==> config.mk <==
export PLATFORM = sky130hd
export DESIGN_NAME = ebd_ctrl
export DESIGN_NICKNAME = d
export VERILOG_FILES = /design/src/hdl/ebd_pkg.sv /design/src/hdl/ebd_ctrl.sv
export SDC_FILE = /design/constraint.sdc
export NUM_CORES = 1
export LEC_CHECK = 0
export BUFFER_PORTS_ARGS = -buffer_cell sky130_fd_sc_hd__buf_2
export CAP_MARGIN = 20
export CORE_MARGIN = 3
export CORE_UTILIZATION = 36
export DETAILED_ROUTE_END_ITERATION = 10
export GPL_TIMING_DRIVEN = 0
export PLACE_DENSITY_LB_ADDON = 0.1
export SLEW_MARGIN = 20
export SYNTH_ARGS = -nofsm -noshare
export SYNTH_HDL_FRONTEND = slang
export SYNTH_SLANG_ARGS = --single-unit
==> constraint.sdc <==
create_clock -name i_clk -period 1.8 [get_ports i_clk]
set_input_delay 0.36 -clock i_clk [delete_from_list [all_inputs] [get_ports i_clk]]
set_output_delay 0.36 -clock i_clk [all_outputs]
set_load 0.02 [all_outputs]
==> src/hdl/ebd_pkg.sv <==
package ebd_pkg;

    localparam int unsigned BUF_WORDS_DEF  = 4096;
    localparam int unsigned MAX_EVENTS_DEF = 64;

    localparam int unsigned WORD_W  = 32;
    localparam int unsigned NUM_W   = 28;
    localparam int unsigned START_W = 12;
    localparam int unsigned LEN_W   = 13;

    localparam logic [31:0] NUM_MASK   = 32'h0fff_ffff;
    localparam logic [31:0] FLAG_MASK  = 32'hf000_0000;
    localparam logic [31:0] FLAG_GOOD  = 32'h1000_0000;
    localparam logic [31:0] TRAIL_MASK = 32'h000f_ffff;
    localparam logic [27:0] MIN_DEPTH  = 28'd3;

    typedef struct packed {
        logic [WORD_W-1:0] word;
        logic              last_word;
    } t_in_item;

    typedef struct packed {
        logic [START_W-1:0] event_start;
        logic [LEN_W-1:0]   event_length;
        logic [NUM_W-1:0]   event_number;
        logic               header_ok;
        logic               overflow;
        logic               last_event;
    } t_out_item;

    // one parsed event as held until the buffer's overflow status is known
    typedef struct packed {
        logic [START_W-1:0] event_start;
        logic [LEN_W-1:0]   event_length;
        logic [NUM_W-1:0]   event_number;
        logic               header_ok;
    } t_evt_entry;

    typedef enum logic [2:0] {
        RD_IP,
        RD_HDR,
        RD_TRL,
        RD_SCAN0,
        RD_SCAN_NEXT
    } t_rd_sel;

    typedef enum logic [1:0] {
        NEXT_END,
        NEXT_DEP,
        NEXT_SCAN
    } t_next_sel;

    typedef struct packed {
        logic      load;
        logic      parse_init;
        logic      rd_en;
        t_rd_sel   rd_sel;
        logic      cap_num;
        logic      cap_hdr;
        logic      scan_init;
        logic      scan_step;
        logic      rec;
        t_next_sel next_sel;
        logic      emit_init;
        logic      emit_rd;
        logic      clear;
    } t_cmd;

    typedef struct packed {
        logic more;
        logic hdr_avail;
        logic hdr_pass;
        logic trl_ok;
        logic scan_room;
        logic scan_stop;
        logic emit_last;
    } t_stat;

    function automatic logic is_trailer(input logic [31:0] w);
        is_trailer = ((w & TRAIL_MASK) == TRAIL_MASK);
    endfunction

endpackage

==> src/hdl/ebd_ctrl.sv <==
module ebd_ctrl (
    input  logic          i_clk,
    input  logic          i_rst_n,
    input  logic          i_start,
    input  logic          i_last_word,
    input  ebd_pkg::t_stat i_stat,
    output ebd_pkg::t_cmd  o_cmd,
    output logic          o_busy
);

    typedef enum logic [3:0] {
        S_IDLE,
        S_RD_NUM,
        S_GOT_NUM,
        S_NO_HDR,
        S_GOT_HDR,
        S_GOT_TRL,
        S_SCAN,
        S_EMIT
    } t_state;

    t_state r_state;
    t_state n_state;
    logic   r_busy;

    always_comb begin
        o_cmd          = '0;
        o_cmd.rd_sel   = ebd_pkg::RD_IP;
        o_cmd.next_sel = ebd_pkg::NEXT_END;
        n_state        = r_state;
        unique case (r_state)
            S_IDLE: begin
                if (i_start) begin
                    o_cmd.load = 1'b1;
                    if (i_last_word) begin
                        o_cmd.parse_init = 1'b1;
                        n_state          = S_RD_NUM;
                    end
                end
            end
            S_RD_NUM: begin
                if (i_stat.more) begin
                    o_cmd.rd_en  = 1'b1;
                    o_cmd.rd_sel = ebd_pkg::RD_IP;
                    n_state      = S_GOT_NUM;
                end else begin
                    o_cmd.emit_init = 1'b1;
                    n_state         = S_EMIT;
                end
            end
            S_GOT_NUM: begin
                o_cmd.cap_num = 1'b1;
                if (i_stat.hdr_avail) begin
                    o_cmd.rd_en  = 1'b1;
                    o_cmd.rd_sel = ebd_pkg::RD_HDR;
                    n_state      = S_GOT_HDR;
                end else begin
                    n_state = S_NO_HDR;
                end
            end
            S_NO_HDR: begin
                o_cmd.rec      = 1'b1;
                o_cmd.next_sel = ebd_pkg::NEXT_END;
                n_state        = S_RD_NUM;
            end
            S_GOT_HDR: begin
                o_cmd.cap_hdr = 1'b1;
                if (i_stat.hdr_pass) begin
                    o_cmd.rd_en  = 1'b1;
                    o_cmd.rd_sel = ebd_pkg::RD_TRL;
                    n_state      = S_GOT_TRL;
                end else if (i_stat.scan_room) begin
                    o_cmd.scan_init = 1'b1;
                    o_cmd.rd_en     = 1'b1;
                    o_cmd.rd_sel    = ebd_pkg::RD_SCAN0;
                    n_state         = S_SCAN;
                end else begin
                    o_cmd.rec      = 1'b1;
                    o_cmd.next_sel = ebd_pkg::NEXT_END;
                    n_state        = S_RD_NUM;
                end
            end
            S_GOT_TRL: begin
                if (i_stat.trl_ok) begin
                    o_cmd.rec      = 1'b1;
                    o_cmd.next_sel = ebd_pkg::NEXT_DEP;
                    n_state        = S_RD_NUM;
                end else if (i_stat.scan_room) begin
                    o_cmd.scan_init = 1'b1;
                    o_cmd.rd_en     = 1'b1;
                    o_cmd.rd_sel    = ebd_pkg::RD_SCAN0;
                    n_state         = S_SCAN;
                end else begin
                    o_cmd.rec      = 1'b1;
                    o_cmd.next_sel = ebd_pkg::NEXT_END;
                    n_state        = S_RD_NUM;
                end
            end
            S_SCAN: begin
                if (i_stat.scan_stop) begin
                    o_cmd.rec      = 1'b1;
                    o_cmd.next_sel = ebd_pkg::NEXT_SCAN;
                    n_state        = S_RD_NUM;
                end else begin
                    o_cmd.scan_step = 1'b1;
                    o_cmd.rd_en     = 1'b1;
                    o_cmd.rd_sel    = ebd_pkg::RD_SCAN_NEXT;
                end
            end
            S_EMIT: begin
                o_cmd.emit_rd = 1'b1;
                if (i_stat.emit_last) begin
                    o_cmd.clear = 1'b1;
                    n_state     = S_IDLE;
                end
            end
            default: begin
                n_state = S_IDLE;
            end
        endcase
    end

    always_ff @(posedge i_clk) begin
        if (!i_rst_n) begin
            r_state <= S_IDLE;
            r_busy  <= 1'b0;
        end else begin
            r_state <= n_state;
            r_busy  <= (n_state != S_IDLE);
        end
    end

    assign o_busy = r_busy;

    // busy tracks the idle state exactly
    a_busy_state: assert property (@(posedge i_clk) disable iff (!i_rst_n)
        r_busy == (r_state != S_IDLE))
        else $error("busy out of step with state");

    // a closing word always leads into parsing
    a_close_parse: assert property (@(posedge i_clk) disable iff (!i_rst_n)
        (r_state == S_IDLE && i_start && i_last_word) |=> (r_state == S_RD_NUM))
        else $error("closing word did not start parsing");

    // scanning only follows a header check or another scan step
    a_scan_entry: assert property (@(posedge i_clk) disable iff (!i_rst_n)
        (r_state == S_SCAN) |-> ($past(r_state) == S_GOT_HDR ||
                                 $past(r_state) == S_GOT_TRL ||
                                 $past(r_state) == S_SCAN))
        else $error("scan entered from a wrong state");

endmodule

==> qor.yml <==
drc: 0
start_util_pct: 40.8
hold_class: "input pin to flop"
cap_violations: 0
first_pass_iters: 4
cp_data_arrival_time_ns: 1.55
wl_per_cell_microns: 12.0
synth_top_area_share_pct: 20.7
grt_max_degree: 11
io_buffers: 27
cellLeakagePower_nw: 0.389
syn_area_sq_um: 484
max_freq_mhz: 525
fill_cells: 114
ir_drop_mv: 0.415
antenna_left: 0
antenna_found_initial: 0
synth_area_leaders: "dfxtp_1 (21%), nor2_1 (6.2%), o32ai_4 (5.7%)"
setup_viol: 3
slew_viol_final: 0
reg2reg_from: "r_state[3]$_SDFF_PN0_"
status: "finished with violations"
clockRootBuffer: "clkbuf_4"
rrSetupSlack_ns: 0.03
cts_sinks: 5
rsz0062_at_grt: "true"
p_per_area_nw_per_um2: 370
finalCritPeriodShare_pct: 106
cts_tree: "yes"
grt_first_pass_wirelength_mm: 2.27
endpoint: "o_cmd[13]"
routed-via-count: 595
globalRouteOverflowTotal: 0
die_area_sq_um: 1820
start_kind: "flop"
row_count: 12
hold_slack_ns: 0.484
post-place-cells: 104
n_antenna_cell: 0
place_hpwl_mm: 1.07
final_cells: 115
synth_common_cells: "nor2_1 (8), dfxtp_1 (5), nand2_1 (5)"
core_sq_um: 1190
violations: "setup timing"
setup_tns_ns: -0.271
gp_congestion: 0.772
ys_seq_area_share_pct: 20.7
grtUsageTotal_pct: 15.8
io_pins: 28
cts_buffers: 3
syn-num-nets: 74
clock_insertion_delay_worst_skew_ns: 0.24
cts_hold_buf: 0
die_h_microns: 42.7
seq_area_sq_um: 111
areaGrowthSynthToFinish_pct: 61.8
clock_skew_ns: 0.00239
layout_min_cycle_time_ns: 1.91
cp_max_fo: 4
die_w_microns: 42.7
worst_setup_hold_path_clk_slew_ns: 0.04
cpPeakStageDelay_ns: 0.56
endpoint_kind: "output pin"
required_ns: 1.44
multi_input_area_sq_um: 378
clockBufferDepth: 2
layout-drive-gt1-share_pct: 52.5
yosysTopAreaCell: "dfxtp_1"
path_cells: "or4b_4 > o32ai_4 > a21oi_2 > o21ai_2 > buf_6"
ys_ff_latch: 5
hold_viol_final: 0
critPathKind: "flop to output pin"
ys_warn_count: 0
synthArstFlopShare_pct: 0
utilization_pct: 66.0
ys_types: 34
netlist_instances: 63
synth_top_flop_cell: "dfxtp_1"
r2r_end: "o_busy$_SDFF_PN0_"
postSynthAreaPerCell_sq_um: 7.69
synth_most_common_cell: "nor2_1"
drtIter0Drc: 6
fin_nets: 113
reg2reg_depth: 8
htree_num_levels: 1
totalWireLength_mm: 1.38
slowest_stage: "or4b_4"
startpoint: "r_state[3]$_SDFF_PN0_"
synth-edff-count: 0
grt_pass1_vias: 546
viasPerCell: 5.17
worst_slack_ns: -0.106
layer usage:
| layer | up-vias | GRT usage (%) | routed length [microns] |
|---|---|---|---|
| met2 | 24 | 26.9 | 686 |
| met1 | 267 | 19.5 | 591 |
| met4 | 0 | 3.11 | 0 |
| li1 | 304 | - | - |
| met5 | - | 0 | 0 |
| met3 | 0 | 4.24 | 102 |
worst min path at each step:
| stage | start | to | slack [ns] | depth (start not counted) |
|---|---|---|---|---|
| 5_1_grt | i_rst_n | r_state[2]$_SDFF_PN0_ | 0.49 | 3 |
| 3_5_place_dp | r_state[2]$_SDFF_PN0_ | r_state[0]$_SDFF_PN0_ | 0.70 | 3 |
| 6_report | i_rst_n | r_state[2]$_SDFF_PN0_ | 0.48 | 3 |
| 4_1_cts | i_rst_n | r_state[2]$_SDFF_PN0_ | 0.47 | 3 |
| 3_3_place_gp | r_state[2]$_SDFF_PN0_ | r_state[0]$_SDFF_PN0_ | 0.70 | 3 |
| 2_1_floorplan | i_stat[2] | r_state[1]$_SDFF_PN0_ | 0.58 | 2 |
registers in the layout (all words and copies together), names as in the netlist:
register	cells
o_busy	1
r_state	4
cells in the final DEF, fill, tap and decap left out, types with 3 or more instances in the layout:
| cell type | n |
|---|---|
| buf_6 | 6 |
| buf_2 | 23 |
| nand2_1 | 5 |
| nor2_1 | 7 |
| clkbuf_4 | 3 |
| buf_4 | 7 |
| nand2b_1 | 3 |
| dfxtp_4 | 3 |
| a31oi_1 | 3 |
| and3_1 | 3 |
| inv_1 | 3 |
power by group:
| group | switching [mW] | internal (mW) |
|---|---|---|
| Sequential | 0.00275 | 0.110 |
| Clock | 0.0414 | 0.0835 |
| Combinational | 0.0280 | 0.0234 |
repair_timing:
action | CTS | global route
resized for setup | 12 | 11
setup buffers | 6 | 2
pin swaps | 1 | 1
setup endpoints to repair | 7 | 8
cells by family after synthesis:
family / Yosys count / share of synthesized area [%]
buf+inv: 6 / 6.46
compound gates: 16 / 28.4
flops: 5 / 20.7
simple gates: 33 / 39.5
other cells: 1 / 0.774
mux: 2 / 4.13
final cells by class:
type                    count  share of cell area [%]
well taps                  14                    2.24
flip-flops and latches      5                    14.2
clock buffers               4                    3.35
inverters                   4                    1.92
repair buffers             35                    28.6
plain buffers               1                    1.44
multi-input cells          52                    48.2
per-stage QoR:
step | instance area [sq um] | setup WS [ns] | power [mW]
5_1_grt | 783 | -0.180 | 0.309
4_1_cts | 732 | -0.114 | 0.294
2_1_floorplan | 488 | 0.0479 | 0.142
6_report | 783 | -0.106 | 0.290
3_5_place_dp | 641 | -0.00517 | 0.164
3_3_place_gp | 641 | 0.0209 | 0.163
worst max-delay path, delay by kind of cell, from the launching register on:
family                 cells  cell delay [ns]
AND/OR/NAND/NOR            1             0.56
AO/OA/AOI/OAI              3             0.27
flip-flops                 1             0.35
buffers and inverters      1             0.13
Note: power is estimated with default switching activity, not from simulation.
